File: src/rtl/clipped_line_pixel_generator_macros.svh
// Assertion macros used by the top level of the line pixel generator.
`ifndef CLIPPED_LINE_PIXEL_GENERATOR_MACROS_SVH
`define CLIPPED_LINE_PIXEL_GENERATOR_MACROS_SVH

// The consequent must hold in the same cycle as the antecedent.
`define CLPG_ASSERT_IMPLY(label, ante, cons, msg) \
    label: assert property (@(posedge clk) disable iff (!rst_n) (ante) |-> (cons)) \
        else $error(msg);

// The consequent must hold in the cycle after the antecedent.
`define CLPG_ASSERT_NEXT(label, ante, cons, msg) \
    label: assert property (@(posedge clk) disable iff (!rst_n) (ante) |=> (cons)) \
        else $error(msg);

`endif

File: src/rtl/clpg_pkg.sv
// Shared types, constants and width helpers of the line pixel generator.
package clpg_pkg;

    localparam int FIELD_W    = 16;
    localparam int DIM_W      = 14;
    localparam int STRIDE_W   = 16;
    localparam int COLOR_W    = 32;
    localparam int INDEX_W    = 32;
    localparam int CFG_IDX_W  = 2;
    localparam int CFG_DATA_W = 16;

    // Item kinds on the input side.
    typedef enum logic
    {
        KIND_START   = 1'b0,
        KIND_ADVANCE = 1'b1
    } kind_t;

    // Configuration register indexes.
    typedef enum logic [CFG_IDX_W-1:0]
    {
        CFG_FRAME_WIDTH  = 2'd0,
        CFG_FRAME_HEIGHT = 2'd1,
        CFG_ROW_STRIDE   = 2'd2
    } cfg_idx_t;

    // Frame geometry as seen by the pixel walker.
    typedef struct packed
    {
        logic [DIM_W-1:0]    frame_width;
        logic [DIM_W-1:0]    frame_height;
        logic [STRIDE_W-1:0] row_stride_words;
    } cfg_t;

    // One result beat.
    typedef struct packed
    {
        logic               valid_res;
        logic               on_screen;
        logic [INDEX_W-1:0] pixel_index;
        logic [COLOR_W-1:0] pixel_color;
        logic               last;
    } res_t;

    // Internal coordinate width: endpoints are sign-extended from at most 16 bits.
    function automatic int coord_bits(input int cb);
        coord_bits = (cb < FIELD_W) ? cb : FIELD_W;
    endfunction

    // Width of one command beat between front and back, see the command struct.
    function automatic int cmd_bits(input int cw);
        cmd_bits = 1 + 4 * cw + 2 * (cw + 1) + 4 + (cw + 3) + COLOR_W;
    endfunction

endpackage

File: src/rtl/clpg_fifo.sv
// Small first-in first-out queue with show-ahead read and a fill level.
module clpg_fifo #(
    parameter int WIDTH = 8,
    parameter int DEPTH = 4
) (
    input  logic                         clk,
    input  logic                         rst_n,
    input  logic                         push,
    input  logic [WIDTH-1:0]             wdata,
    output logic                         full,
    input  logic                         pop,
    output logic [WIDTH-1:0]             rdata,
    output logic                         empty,
    output logic [$clog2(DEPTH+1)-1:0]   level
);

    localparam int AW = $clog2(DEPTH);
    localparam int LW = $clog2(DEPTH + 1);

    logic [WIDTH-1:0] mem_reg [DEPTH];
    logic [AW-1:0]    wr_ptr_reg, wr_ptr_next;
    logic [AW-1:0]    rd_ptr_reg, rd_ptr_next;
    logic [LW-1:0]    count_reg, count_next;
    logic             do_push, do_pop;

    // Status and handshake qualification.
    assign full    = (count_reg == LW'(DEPTH));
    assign empty   = (count_reg == '0);
    assign level   = count_reg;
    assign rdata   = mem_reg[rd_ptr_reg];
    assign do_push = push && !full;
    assign do_pop  = pop && !empty;

    // Pointer and count update.
    always_comb
    begin
        wr_ptr_next = do_push ? wr_ptr_reg + AW'(1) : wr_ptr_reg;
        rd_ptr_next = do_pop ? rd_ptr_reg + AW'(1) : rd_ptr_reg;
        count_next  = count_reg;
        if (do_push && !do_pop)
        begin
            count_next = count_reg + LW'(1);
        end
        else if (do_pop && !do_push)
        begin
            count_next = count_reg - LW'(1);
        end
    end

    always_ff @(posedge clk or negedge rst_n)
    begin
        if (!rst_n)
        begin
            wr_ptr_reg <= '0;
            rd_ptr_reg <= '0;
            count_reg  <= '0;
        end
        else
        begin
            wr_ptr_reg <= wr_ptr_next;
            rd_ptr_reg <= rd_ptr_next;
            count_reg  <= count_next;
        end
    end

    // Storage needs no reset.
    always_ff @(posedge clk)
    begin
        if (do_push)
        begin
            mem_reg[wr_ptr_reg] <= wdata;
        end
    end

endmodule

File: src/rtl/clpg_front.sv
// Front end: accepts items and prepares line setup terms for start items.
module clpg_front #(
    parameter int COORD_BITS = 16
) (
    input  logic                                  push,
    output logic                                  full,
    input  logic                                  cmd_full,
    output logic                                  cmd_push,
    input  logic                                  kind,
    input  logic signed [clpg_pkg::FIELD_W-1:0]   start_x,
    input  logic signed [clpg_pkg::FIELD_W-1:0]   start_y,
    input  logic signed [clpg_pkg::FIELD_W-1:0]   end_x,
    input  logic signed [clpg_pkg::FIELD_W-1:0]   end_y,
    input  logic [clpg_pkg::COLOR_W-1:0]          color,
    output logic [clpg_pkg::cmd_bits(clpg_pkg::coord_bits(COORD_BITS))-1:0] cmd_data
);

    localparam int CW = clpg_pkg::coord_bits(COORD_BITS);
    localparam int DW = CW + 1;
    localparam int EW = CW + 3;

    typedef struct packed
    {
        clpg_pkg::kind_t               kind;
        logic signed [CW-1:0]          sx;
        logic signed [CW-1:0]          sy;
        logic signed [CW-1:0]          tx;
        logic signed [CW-1:0]          ty;
        logic [DW-1:0]                 dcol;
        logic [DW-1:0]                 drow;
        logic signed [1:0]             stc;
        logic signed [1:0]             str;
        logic signed [EW-1:0]          err;
        logic [clpg_pkg::COLOR_W-1:0]  color;
    } cmd_t;

    logic [CW-1:0] sx, sy, tx, ty;
    logic [DW-1:0] dx_fwd, dx_rev, dy_fwd, dy_rev;
    logic [DW-1:0] dcol, drow;
    cmd_t          cmd;

    // An item enters the command queue whenever it has room.
    assign full     = cmd_full;
    assign cmd_push = push && !cmd_full;

    // Endpoints keep only the coordinate width; the top bit is the sign.
    assign sx = start_x[CW-1:0];
    assign sy = start_y[CW-1:0];
    assign tx = end_x[CW-1:0];
    assign ty = end_y[CW-1:0];

    // Both differences are formed in parallel so the magnitude is a plain select.
    assign dx_fwd = {tx[CW-1], tx} - {sx[CW-1], sx};
    assign dx_rev = {sx[CW-1], sx} - {tx[CW-1], tx};
    assign dy_fwd = {ty[CW-1], ty} - {sy[CW-1], sy};
    assign dy_rev = {sy[CW-1], sy} - {ty[CW-1], ty};
    assign dcol   = dx_fwd[DW-1] ? dx_rev : dx_fwd;
    assign drow   = dy_fwd[DW-1] ? dy_rev : dy_fwd;

    // Pack the command beat with step directions and the initial error.
    always_comb
    begin
        cmd.kind  = clpg_pkg::kind_t'(kind);
        cmd.sx    = sx;
        cmd.sy    = sy;
        cmd.tx    = tx;
        cmd.ty    = ty;
        cmd.dcol  = dcol;
        cmd.drow  = drow;
        cmd.stc   = dx_fwd[DW-1] ? 2'sb11 : ((dx_fwd == '0) ? 2'sb00 : 2'sb01);
        cmd.str   = dy_fwd[DW-1] ? 2'sb11 : ((dy_fwd == '0) ? 2'sb00 : 2'sb01);
        cmd.err   = $signed({2'b00, dcol}) - $signed({2'b00, drow});
        cmd.color = color;
    end

    assign cmd_data = cmd;

endmodule

File: src/rtl/clpg_back.sv
// Back end: Bresenham stepper, clipping and framebuffer index computation.
module clpg_back #(
    parameter int COORD_BITS = 16,
    parameter int OUT_DEPTH  = 4
) (
    input  logic                                  clk,
    input  logic                                  rst_n,
    input  clpg_pkg::cfg_t                        cfg,
    input  logic [clpg_pkg::cmd_bits(clpg_pkg::coord_bits(COORD_BITS))-1:0] cmd_data,
    input  logic                                  cmd_empty,
    output logic                                  cmd_pop,
    input  logic [$clog2(OUT_DEPTH+1)-1:0]        out_level,
    output logic                                  out_push,
    output clpg_pkg::res_t                        out_data
);

    localparam int CW     = clpg_pkg::coord_bits(COORD_BITS);
    localparam int DW     = CW + 1;
    localparam int EW     = CW + 3;
    localparam int CMPW   = ((CW > clpg_pkg::DIM_W) ? CW : clpg_pkg::DIM_W) + 1;
    localparam int OUT_LW = $clog2(OUT_DEPTH + 1);
    localparam int PROD_W = clpg_pkg::DIM_W + clpg_pkg::STRIDE_W;

    typedef struct packed
    {
        clpg_pkg::kind_t               kind;
        logic signed [CW-1:0]          sx;
        logic signed [CW-1:0]          sy;
        logic signed [CW-1:0]          tx;
        logic signed [CW-1:0]          ty;
        logic [DW-1:0]                 dcol;
        logic [DW-1:0]                 drow;
        logic signed [1:0]             stc;
        logic signed [1:0]             str;
        logic signed [EW-1:0]          err;
        logic [clpg_pkg::COLOR_W-1:0]  color;
    } cmd_t;

    cmd_t cmd;

    // Line state.
    logic                          active_reg, active_next;
    logic [CW-1:0]                 cc_reg, cc_next;
    logic [CW-1:0]                 cr_reg, cr_next;
    logic [CW-1:0]                 tc_reg, tr_reg;
    logic [DW-1:0]                 dcol_reg, drow_reg;
    logic [1:0]                    stc_reg, str_reg;
    logic [EW-1:0]                 err_reg, err_next;
    logic [clpg_pkg::COLOR_W-1:0]  color_reg;

    // Pixel stage between the stepper and the index multiplier.
    logic                          p1_valid_reg;
    logic                          p1_res_reg;
    logic                          p1_on_reg;
    logic [clpg_pkg::DIM_W-1:0]    p1_col_reg;
    logic [clpg_pkg::DIM_W-1:0]    p1_row_reg;
    logic [clpg_pkg::COLOR_W-1:0]  p1_color_reg;
    logic                          p1_last_reg;

    logic                          is_start, act_sel, fire, on, fin;
    logic                          step_x, step_y;
    logic [CW-1:0]                 cc_sel, cr_sel, tc_sel, tr_sel;
    logic [DW-1:0]                 dcol_sel, drow_sel;
    logic [1:0]                    stc_sel, str_sel;
    logic [EW-1:0]                 err_sel;
    logic [clpg_pkg::COLOR_W-1:0]  color_sel;
    logic [EW:0]                   e2;
    logic [CMPW-1:0]               ccu, cru, wu, hu;
    logic [PROD_W-1:0]             prod;
    logic [PROD_W:0]               sum;

    assign cmd = cmd_t'(cmd_data);

    // Take a command only when the result queue has room for it and the beat in flight.
    assign fire    = !cmd_empty &&
                     (({1'b0, out_level} + {{OUT_LW{1'b0}}, p1_valid_reg}) <
                      (OUT_LW + 1)'(OUT_DEPTH));
    assign cmd_pop = fire;

    // A start beat supplies fresh line state; an advance beat uses the stored state.
    assign is_start  = (cmd.kind == clpg_pkg::KIND_START);
    assign act_sel   = is_start || active_reg;
    assign cc_sel    = is_start ? cmd.sx    : cc_reg;
    assign cr_sel    = is_start ? cmd.sy    : cr_reg;
    assign tc_sel    = is_start ? cmd.tx    : tc_reg;
    assign tr_sel    = is_start ? cmd.ty    : tr_reg;
    assign dcol_sel  = is_start ? cmd.dcol  : dcol_reg;
    assign drow_sel  = is_start ? cmd.drow  : drow_reg;
    assign stc_sel   = is_start ? cmd.stc   : stc_reg;
    assign str_sel   = is_start ? cmd.str   : str_reg;
    assign err_sel   = is_start ? cmd.err   : err_reg;
    assign color_sel = is_start ? cmd.color : color_reg;

    // Clipping: negative coordinates are off screen, others compare unsigned.
    assign ccu = {{(CMPW-CW){1'b0}}, cc_sel};
    assign cru = {{(CMPW-CW){1'b0}}, cr_sel};
    assign wu  = {{(CMPW-clpg_pkg::DIM_W){1'b0}}, cfg.frame_width};
    assign hu  = {{(CMPW-clpg_pkg::DIM_W){1'b0}}, cfg.frame_height};
    assign on  = act_sel && !cc_sel[CW-1] && !cr_sel[CW-1] && (ccu < wu) && (cru < hu);
    assign fin = (cc_sel == tc_sel) && (cr_sel == tr_sel);

    // One Bresenham step from the selected state.
    assign e2     = {err_sel, 1'b0};
    assign step_x = $signed(e2) > -$signed({3'b000, drow_sel});
    assign step_y = $signed(e2) < $signed({3'b000, dcol_sel});

    always_comb
    begin
        cc_next     = cc_sel + (step_x ? {{(CW-2){stc_sel[1]}}, stc_sel} : CW'(0));
        cr_next     = cr_sel + (step_y ? {{(CW-2){str_sel[1]}}, str_sel} : CW'(0));
        err_next    = err_sel - (step_x ? {2'b00, drow_sel} : EW'(0))
                              + (step_y ? {2'b00, dcol_sel} : EW'(0));
        active_next = active_reg;
        if (fire)
        begin
            active_next = act_sel && !fin;
        end
    end

    always_ff @(posedge clk or negedge rst_n)
    begin
        if (!rst_n)
        begin
            active_reg   <= 1'b0;
            p1_valid_reg <= 1'b0;
        end
        else
        begin
            active_reg   <= active_next;
            p1_valid_reg <= fire;
        end
    end

    // Line state and pixel stage payload.
    always_ff @(posedge clk)
    begin
        if (fire && act_sel)
        begin
            cc_reg    <= cc_next;
            cr_reg    <= cr_next;
            err_reg   <= err_next;
            tc_reg    <= tc_sel;
            tr_reg    <= tr_sel;
            dcol_reg  <= dcol_sel;
            drow_reg  <= drow_sel;
            stc_reg   <= stc_sel;
            str_reg   <= str_sel;
            color_reg <= color_sel;
        end
        if (fire)
        begin
            p1_res_reg   <= act_sel;
            p1_on_reg    <= on;
            p1_col_reg   <= on ? ccu[clpg_pkg::DIM_W-1:0] : '0;
            p1_row_reg   <= on ? cru[clpg_pkg::DIM_W-1:0] : '0;
            p1_color_reg <= act_sel ? color_sel : '0;
            p1_last_reg  <= act_sel && fin;
        end
    end

    // Word index: row times stride plus column; both are zero for a clipped pixel.
    assign prod = PROD_W'(p1_row_reg) * PROD_W'(cfg.row_stride_words);
    assign sum  = {1'b0, prod} + {{(PROD_W+1-clpg_pkg::DIM_W){1'b0}}, p1_col_reg};

    always_comb
    begin
        out_data.valid_res   = p1_res_reg;
        out_data.on_screen   = p1_on_reg;
        out_data.pixel_index = {{(clpg_pkg::INDEX_W-PROD_W-1){1'b0}}, sum};
        out_data.pixel_color = p1_color_reg;
        out_data.last        = p1_last_reg;
    end

    assign out_push = p1_valid_reg;

endmodule

File: src/rtl/clipped_line_pixel_generator.sv
// Top level of the clipped line pixel generator.
// Throughput: one item per clock while the command queue has room; the stepper takes one
// command each cycle from its queue while the result queue has room for it.
// The multiplier for the word index sits one register after the stepper.
// Reset clears both queues, the active-line flag and the frame registers; no clearing pass.
`include "clipped_line_pixel_generator_macros.svh"

module clipped_line_pixel_generator #(
    parameter int COORD_BITS = 16
) (
    input  logic                                  clk,
    input  logic                                  rst_n,
    input  logic                                  push,
    output logic                                  full,
    input  logic                                  kind,
    input  logic signed [clpg_pkg::FIELD_W-1:0]   start_x,
    input  logic signed [clpg_pkg::FIELD_W-1:0]   start_y,
    input  logic signed [clpg_pkg::FIELD_W-1:0]   end_x,
    input  logic signed [clpg_pkg::FIELD_W-1:0]   end_y,
    input  logic [clpg_pkg::COLOR_W-1:0]          color,
    output logic                                  empty,
    input  logic                                  pop,
    output logic                                  valid_res,
    output logic                                  on_screen,
    output logic [clpg_pkg::INDEX_W-1:0]          pixel_index,
    output logic [clpg_pkg::COLOR_W-1:0]          pixel_color,
    output logic                                  last,
    input  logic                                  cfg_write,
    input  logic [clpg_pkg::CFG_IDX_W-1:0]        cfg_index,
    input  logic [clpg_pkg::CFG_DATA_W-1:0]       cfg_data
);

    localparam int CMD_W     = clpg_pkg::cmd_bits(clpg_pkg::coord_bits(COORD_BITS));
    localparam int CMD_DEPTH = 4;
    localparam int OUT_DEPTH = 4;
    localparam int RES_W     = $bits(clpg_pkg::res_t);

    clpg_pkg::cfg_t cfg_reg, cfg_next;

    logic                                  cmd_push, cmd_full, cmd_pop, cmd_empty;
    logic [CMD_W-1:0]                      cmd_wdata, cmd_rdata;
    logic                                  out_push, out_full;
    logic [$clog2(OUT_DEPTH+1)-1:0]        out_level;
    clpg_pkg::res_t                        out_wdata, out_rdata;

    // Frame geometry registers.
    always_comb
    begin
        cfg_next = cfg_reg;
        if (cfg_write)
        begin
            case (cfg_index)
                clpg_pkg::CFG_FRAME_WIDTH:
                begin
                    cfg_next.frame_width = cfg_data[clpg_pkg::DIM_W-1:0];
                end
                clpg_pkg::CFG_FRAME_HEIGHT:
                begin
                    cfg_next.frame_height = cfg_data[clpg_pkg::DIM_W-1:0];
                end
                clpg_pkg::CFG_ROW_STRIDE:
                begin
                    cfg_next.row_stride_words = cfg_data[clpg_pkg::STRIDE_W-1:0];
                end
                default:
                begin
                    cfg_next = cfg_reg;
                end
            endcase
        end
    end

    always_ff @(posedge clk or negedge rst_n)
    begin
        if (!rst_n)
        begin
            cfg_reg <= '0;
        end
        else
        begin
            cfg_reg <= cfg_next;
        end
    end

    // Front end and command queue.
    clpg_front #(
        .COORD_BITS (COORD_BITS)
    ) u_front (
        .push     (push),
        .full     (full),
        .cmd_full (cmd_full),
        .cmd_push (cmd_push),
        .kind     (kind),
        .start_x  (start_x),
        .start_y  (start_y),
        .end_x    (end_x),
        .end_y    (end_y),
        .color    (color),
        .cmd_data (cmd_wdata)
    );

    clpg_fifo #(
        .WIDTH (CMD_W),
        .DEPTH (CMD_DEPTH)
    ) u_cmd_fifo (
        .clk   (clk),
        .rst_n (rst_n),
        .push  (cmd_push),
        .wdata (cmd_wdata),
        .full  (cmd_full),
        .pop   (cmd_pop),
        .rdata (cmd_rdata),
        .empty (cmd_empty),
        .level ()
    );

    // Back end and result queue.
    clpg_back #(
        .COORD_BITS (COORD_BITS),
        .OUT_DEPTH  (OUT_DEPTH)
    ) u_back (
        .clk       (clk),
        .rst_n     (rst_n),
        .cfg       (cfg_reg),
        .cmd_data  (cmd_rdata),
        .cmd_empty (cmd_empty),
        .cmd_pop   (cmd_pop),
        .out_level (out_level),
        .out_push  (out_push),
        .out_data  (out_wdata)
    );

    clpg_fifo #(
        .WIDTH (RES_W),
        .DEPTH (OUT_DEPTH)
    ) u_out_fifo (
        .clk   (clk),
        .rst_n (rst_n),
        .push  (out_push),
        .wdata (out_wdata),
        .full  (out_full),
        .pop   (pop),
        .rdata (out_rdata),
        .empty (empty),
        .level (out_level)
    );

    // Result ports.
    assign valid_res   = out_rdata.valid_res;
    assign on_screen   = out_rdata.on_screen;
    assign pixel_index = out_rdata.pixel_index;
    assign pixel_color = out_rdata.pixel_color;
    assign last        = out_rdata.last;

    // The back end reserves queue space before it takes a command.
    `CLPG_ASSERT_IMPLY(a_out_no_overflow, out_push, !out_full, "result queue overflow")
    // Every command taken by the stepper reaches the result queue in the next cycle.
    `CLPG_ASSERT_NEXT(a_cmd_to_result, cmd_pop, out_push, "command lost in back end")
    // A beat with no line in progress carries all zero fields.
    `CLPG_ASSERT_IMPLY(a_idle_zero, !empty && !valid_res, !on_screen && pixel_index == '0 && pixel_color == '0 && !last, "idle result not zero")
    // A clipped pixel reports a zero word index.
    `CLPG_ASSERT_IMPLY(a_clip_zero, !empty && !on_screen, pixel_index == '0, "clipped pixel has index")

endmodule

File: config.mk
export PLATFORM = sky130hd
export DESIGN_NAME = clipped_line_pixel_generator
export DESIGN_NICKNAME = d
export VERILOG_FILES = /design/src/rtl/clpg_pkg.sv /design/src/rtl/clpg_fifo.sv /design/src/rtl/clpg_front.sv /design/src/rtl/clpg_back.sv /design/src/rtl/clipped_line_pixel_generator.sv
export VERILOG_INCLUDE_DIRS = /design/src /design/src/rtl
export SDC_FILE = /design/constraint.sdc
export NUM_CORES = 2
export LEC_CHECK = 0
export ABC_AREA = 1
export BUFFER_PORTS_ARGS = -buffer_cell sky130_fd_sc_hd__buf_2
export CAP_MARGIN = 10
export CORE_ASPECT_RATIO = 0.7
export CORE_MARGIN = 2
export CORE_UTILIZATION = 40
export DETAILED_ROUTE_END_ITERATION = 8
export PLACE_DENSITY_LB_ADDON = 0.2
export SKIP_LAST_GASP = 1
export SLEW_MARGIN = 20
export SYNTH_ARGS = -nofsm -noshare
export SYNTH_HDL_FRONTEND = slang
export SYNTH_SLANG_ARGS = --single-unit
File: constraint.sdc
create_clock -name clk -period 10.3 [get_ports clk]
set_clock_uncertainty 0.2 [all_clocks]
set_input_delay 1.03 -clock clk [delete_from_list [all_inputs] [get_ports clk]]
set_output_delay 1.03 -clock clk [all_outputs]
set_load 0.05 [all_outputs]
Word level (Yosys, flattened, before mapping)
Memories as Yosys holds them, arrays and structs flattened.
Index checks and enable logic that the tools add are counted.
- add/sub/neg operators: 20
- bitwise gates (word level): 1
- muxes and demuxes: 28
- $mul: 1
- shifts and indexed selects: 0
- reductions and logical operators: 40
- equality and inequality tests: 6
- magnitude comparators: 5
- divide/modulo/power cells: 0
- operators with widths (kind ; count):
    two-way mux 17 bit ; 6
    two-way mux 16 bit ; 6
    subtractor 16 x 16 -> 17 bit ; 4
    zero test 17 bit ; 2
    adder 16 bit ; 2
    equality test 16 bit ; 2
    < comparator 16 x 14 -> 1 bit ; 2
    two-way mux 32 bit ; 1
    adder 30 x 14 -> 31 bit ; 1
    multiplier 14 x 16 -> 30 bit ; 1
    > comparator 20 bit ; 1
    < comparator 20 x 18 -> 1 bit ; 1
    negation 17 -> 20 bit ; 1
    adder 19 bit ; 1
    two-way mux 19 bit ; 1
    subtractor 19 bit ; 1
    logical AND 1 bit ; 18
    subtractor 17 x 17 -> 18 bit ; 1
    two-way mux 3 bit ; 4
    zero test 1 bit ; 11
    adder 2 x 1 -> 2 bit, second input constant ; 4
    two-way mux 2 bit ; 4
    adder 3 x 1 -> 3 bit, second input constant ; 2
    equality test 3 bit, second input constant ; 2
    12 further kinds ; 22
- RAM bits: 880
- ROM bits: 0
- logic and storage cells: 130
- output and inout port bits: 69
- bits in latches: 0
- bits of input ports: 120
- memories kept: 2
- bits in registers: 276
- memories (name ; depth ; width ; read ports ; clocked after Yosys merged registers in ; write ports ; line ; text):
    u_cmd_fifo.mem_reg ; 4 ; 154 ; 1 ; 0 ; 1 ; clpg_fifo.sv:20 ; logic [WIDTH-1:0] mem_reg [DEPTH];
    u_out_fifo.mem_reg ; 4 ; 66 ; 1 ; 0 ; 1 ; clpg_fifo.sv:20 ;

Depth between registers and ports, before layout
- depth after elaboration: 8
- depth in mapped cells: 44

Modules after synthesis
From an unflattened synthesis, not the netlist that was laid out.
- cell total of the unflattened synthesis: 6466
- area, all modules: 65739.3 um2
- by module, submodules not included (module ; cells an instance ; instances ; area an instance (um2) ; seq. area each (um2)):
    clpg_fifo (u_cmd_fifo) ; 1858 ; 1 ; 24659.9 ; 18672.9
    clpg_back ; 2643 ; 1 ; 22486.6 ; 6536.3
    clpg_fifo (u_out_fifo) ; 843 ; 1 ; 10998.0 ; 8222.9
    clpg_front ; 925 ; 1 ; 5694.2 ; 0.0
    clipped_line_pixel_generator ; 197 ; 1 ; 1900.6 ; 1101.1

Least setup slack after synthesis
Ideal clock, no wire load.
- path type: register to register
- start: register u_cmd_fifo.count_reg[0] (netlist: u_cmd_fifo.level[0])
- end: register u_back.cc_reg[0] (enable)
- cell stages (with the launch flop): 6
- path buffers: 0
- setup slack: 1.222 ns
- required time: 9.595 ns
- period minus slack after synthesis: 9.078 ns
- data arrival time: 8.373 ns
- cell sequence: dfrtp_1 -> or2_2 -> nor2_1 -> nor3_1 -> nand2_1 -> inv_1
- cells in the longest elaborated chain, start to end: 4
- ends and longest elaborated chain (what ; line ; text):
    from (decl) ; clpg_fifo.sv:23 ; logic [LW-1:0] count_reg, count_next;
    from (signal assigned) ; clpg_fifo.sv:62 ; count_reg <= count_next;
    zero test 3 bit ; clpg_fifo.sv:28 ; assign empty = (count_reg == '0);
    zero test 1 bit ; clpg_back.sv:75 ; assign fire = !cmd_empty &&
    logical AND 1 bit ; clpg_back.sv:75 ;
    net cmd_pop ; clipped_line_pixel_generator.sv:40 ; logic cmd_push, cmd_full, cmd_pop, cmd_empty;
    logical AND 1 bit ; clpg_back.sv:137 ; if (fire && act_sel)
    to (signal assigned) ; clpg_back.sv:139 ; cc_reg <= cc_next;
    to (decl) ; clpg_back.sv:43 ; logic [CW-1:0] cc_reg, cc_next;
The timed path passes the listed nets, and every way through them passes these cells.
A chain may end at the register's enable or synchronous reset.

Worst setup path after layout
- start: register u_cmd_fifo.rd_ptr_reg[1]
- end: register u_back.err_reg[12], data pin
- cells in the longest elaborated chain, start to end: 7
- ends and longest elaborated chain (what ; line ; text):
    from (decl) ; clpg_fifo.sv:22 ; logic [AW-1:0] rd_ptr_reg, rd_ptr_next;
    from (signal assigned) ; clpg_fifo.sv:61 ; rd_ptr_reg <= rd_ptr_next;
    memory read (4 x 154 bit) ; -- ;
    two-way mux 17 bit ; clpg_back.sv:88 ; assign drow_sel = is_start ? cmd.drow : drow_reg;
    net u_back.drow_sel[15] ; clpg_back.sv:63 ; logic [DW-1:0] dcol_sel, drow_sel;
    negation 17 -> 20 bit ; clpg_back.sv:104 ; assign step_x = $signed(e2) > -$signed({3'b000, drow_sel});
    > comparator 20 bit ; clpg_back.sv:104 ;
    two-way mux 17 bit ; clpg_back.sv:111 ; err_next = err_sel - (step_x ? {2'b00, drow_sel} : EW'(0))
    subtractor 19 bit ; clpg_back.sv:111 ;
    adder 19 bit ; clpg_back.sv:112 ; + (step_y ? {2'b00, dcol_sel} : EW'(0));
    net u_back.err_next[12] ; clpg_back.sv:48 ; logic [EW-1:0] err_reg, err_next;
    to (signal assigned) ; clpg_back.sv:141 ; err_reg <= err_next;
    to (decl) ; clpg_back.sv:48 ;
The timed path passes the listed nets, and every way through them passes these cells.

==> qor.txt <==
Port Buffer Count -> 187
Total vias in the final route -> 42900
Max incr delay on CP -> 630 ps
Number of cells upsized or downsized after cts -> 0
Main flop type after synthesis -> edfxtp_1
Nets in the synthesized netlist -> 6662
Estimated wirelength of the detail-placed design -> 123000 µm
Share of the cycle needed by the critical path after routing -> 79.9%
Number of detailed-route iterations in the first pass -> 5
Largest register FFs -> 612
Die Wd -> 476 µm
Launch instance of the worst register-to-register path -> u_cmd_fifo.rd_ptr_reg[1]$_DFFE_PN0P_
Path depth of the worst reg2reg path -> 32
Slack of the worst reg-to-reg path -> 2070 ps
Worst Max-Slew Pin Slew -> 1090 ps
Number of post-CTS setup repair buffers -> 0
CP most frequent cell -> nand3_1
Startpoint type of the worst setup path -> flop
Hold EP -> cfg_reg[32]$_DFFE_PN0P_
Cell at the root of the clock tree -> clkbuf_16
Number of unique standard cell types used by synthesis -> 58
Number of buffers created by CTS -> 115
Crit-path max FO -> 85
TritonCTS clock tree -> yes
Critical path required time -> 10610 ps
Number of vias per cell after detailed routing -> 5.15
DIE HEIGHT -> 334 µm
DR WL/cell -> 21.0 µm
Combined area of all synthesized cells -> 62300 µm²
Stages on the worst setup path -> 32
Global-route wire length before repair -> 264000 µm
Worst setup path class -> reg -> reg
CTS hold repair buffers -> 1
Post-synthesis cell count -> 6034
GRT Total Usage -> 22.0%
Clock transition time at the flip-flop clock pins of the worst setup and hold paths -> 70 ps
Area of the placeable core -> 155000 µm²
Top cell type's share of synthesized area -> 52.6%
Proportion of synthesized flip-flops having asynchronous set or reset -> 5.21%
Proportion of synthesized chip area in sequential cells -> 55.0%
Detailed Route Iter0 Violations -> 4209
Fraction of layout instances using a drive strength above 1 -> 8.57%
Kind of end point of the critical path -> flop
Post-synthesis cell type with the largest combined area -> edfxtp_1
Clock latency on the worst-skew pair -> 760 ps
Initial Util -> 40.2%
Area growth from synthesis to final layout -> 10.4%
Yosys warns -> 0
Antenna viol nets, final -> 0
Number of global-route vias before repair -> 40900
Number of pins exceeding their max-slew limit in the final report -> 0
Cell type group with the largest total delay on the critical path -> simple AND/OR/NAND/NOR gates
CTS Buffer Depth -> 3
Average size of a mapped cell -> 10.3 µm²
Clock tree sinks -> 1152
Top cells by area, synth -> edfxtp_1 (53%), fa_1 (6.6%), nand2_1 (6.5%)
Count of flip-flops with a built-in enable after synthesis -> 1092
Maximum clock rate -> 122 MHz
Final WL -> 175000 µm
Setup repair after global routing missed its margin -> false
Count of state elements after synthesis -> 1152
Number of max-capacitance violations reported -> 0
Startpoint of the worst hold path -> cfg_reg[32]$_DFFE_PN0P_
Worst reg2reg path endpoint -> u_back.err_reg[12]$_DFFE_PP_
Worst hold-check path type -> reg -> reg
Initial antenna violation count -> 18
Final critical-path required period -> 8230 ps
Status -> completed
Crit path max-delay cell type -> dfrtp_4
Maximum number of pins on one net before global-route repair -> 127
Hold Path Cell Cnt -> 2
Global route total overflow -> 0
Endpoints failing setup -> 0
Total negative slack for setup checks -> 0 ps
Boundary Pins -> 189
Max-slew headroom -> 26.5%
Worst Path Buf+Inv -> 5
Last weighted congestion value of the routability-driven placer -> 0.905
Crit path arrival time -> 8530 ps
Count of standard-cell rows -> 121
Final count of hold timing violations -> 0
H-tree depth -> 3
Most common library cells after synthesis -> edfxtp_1 (1092), nand2_1 (1075), inv_1 (769)
Most repeated cell in the gate-level netlist after synthesis -> edfxtp_1
Full die area -> 159000 µm²
Post-detailed-route DRC marker count -> 0
Nets -> 6757
how the worst max path moves through the flow:
stage	from	end	slack (ps)
3_5_place_dp	u_cmd_fifo.rd_ptr_reg[1]$_DFFE_PN0P_	u_back.err_reg[12]$_DFFE_PP_	2120
4_1_cts	u_cmd_fifo.rd_ptr_reg[1]$_DFFE_PN0P_	u_back.err_reg[12]$_DFFE_PP_	2120
2_1_floorplan	u_cmd_fifo.level[0]$_DFFE_PN0P_	u_back.cc_reg[0]$_DFFE_PP_	1220
3_3_place_gp	u_cmd_fifo.rd_ptr_reg[1]$_DFFE_PN0P_	u_back.err_reg[12]$_DFFE_PP_	2250
6_report	u_cmd_fifo.rd_ptr_reg[1]$_DFFE_PN0P_	u_back.err_reg[12]$_DFFE_PP_	2070
5_1_grt	u_cmd_fifo.rd_ptr_reg[0]$_DFFE_PN0P_	u_back.err_reg[12]$_DFFE_PP_	1410
cell families (layout without fill, tap and decap cells):
| group | Yosys count | in the layout | share of synthesized area [%] |
|---|---|---|---|
| buffers and inverters | 1054 | 1243 | 6.88 |
| other | 1 | 10 | 0.00602 |
| flip-flops | 1152 | 1152 | 55.0 |
| adder cells (fa/ha/maj) | 508 | 508 | 12.7 |
| XOR/XNOR | 159 | 159 | 2.23 |
| AND/OR/NAND/NOR | 2010 | 2010 | 13.0 |
| multiplexers | 5 | 5 | 0.0863 |
| AO/OA/AOI/OAI | 1145 | 1145 | 10.1 |
layer usage:
metal / GRT usage (%) / share of wire, % / vias to the layer above
li1: - / - / 20400
met1: 34.7 / 49 / 21000
met2: 31.6 / 42 / 1251
met3: 3.47 / 6.8 / 172
met4: 4.44 / 1.7 / 2
met5: 0 / 0.0069 / -
worst reg2reg max path: cells and delay by family (launching register included):
kind                     cells  cell delay [ps]
AO/OA/AOI/OAI                7             1490
adder cells (fa/ha/maj)      4             1390
buffers and inverters        5             1660
flip-flops                   1              630
AND/OR/NAND/NOR             16             2640
area by class of cell:
| class | instances | area, µm² |
|---|---|---|
| Fill cell | 14800 | 86300 |
| Sequential cell | 1152 | 34300 |
| Multi-Input combinational cell | 3828 | 23800 |
| Clock buffer | 140 | 3010 |
| Inverter | 788 | 2980 |
| Tap cell | 2091 | 2620 |
| Timing Repair Buffer | 244 | 1410 |
| Clock inverter | 71 | 616 |
| Antenna cell | 9 | 22.5 |
placed cells by master (no fill, tap or decap), drive strengths merged, types with 17 or more instances in the layout:
cell	synthesis	layout
a21oi	210	210
a31oi	17	17
buf	110	243
clkbuf	156	140
clkinv	0	52
dfrtp	60	60
edfxtp	1092	1092
fa	206	206
ha	302	302
inv	788	792
nand2	1087	1087
nand3	102	102
nand4	19	19
nor2	724	724
nor3	60	60
o21ai	692	692
o22ai	140	140
xnor2	36	36
xor2	123	123
through the flow:
step	cell area, µm²	utilization, %	cells	hold slack (ps)	setup slack [ps]
floorplan	62300	-	6034	253	1220
global placement	65100	42.0	8100	269	2250
detailed placement	65100	42.0	8101	277	2120
CTS	68700	44.3	8313	247	2120
global route	68800	44.4	8320	271	1410
finish	68800	44.4	8323	288	2070
Power is left out: the tool's default activity adds up to more than one toggle a clock period on the data nets, which glitch-free logic cannot reach.
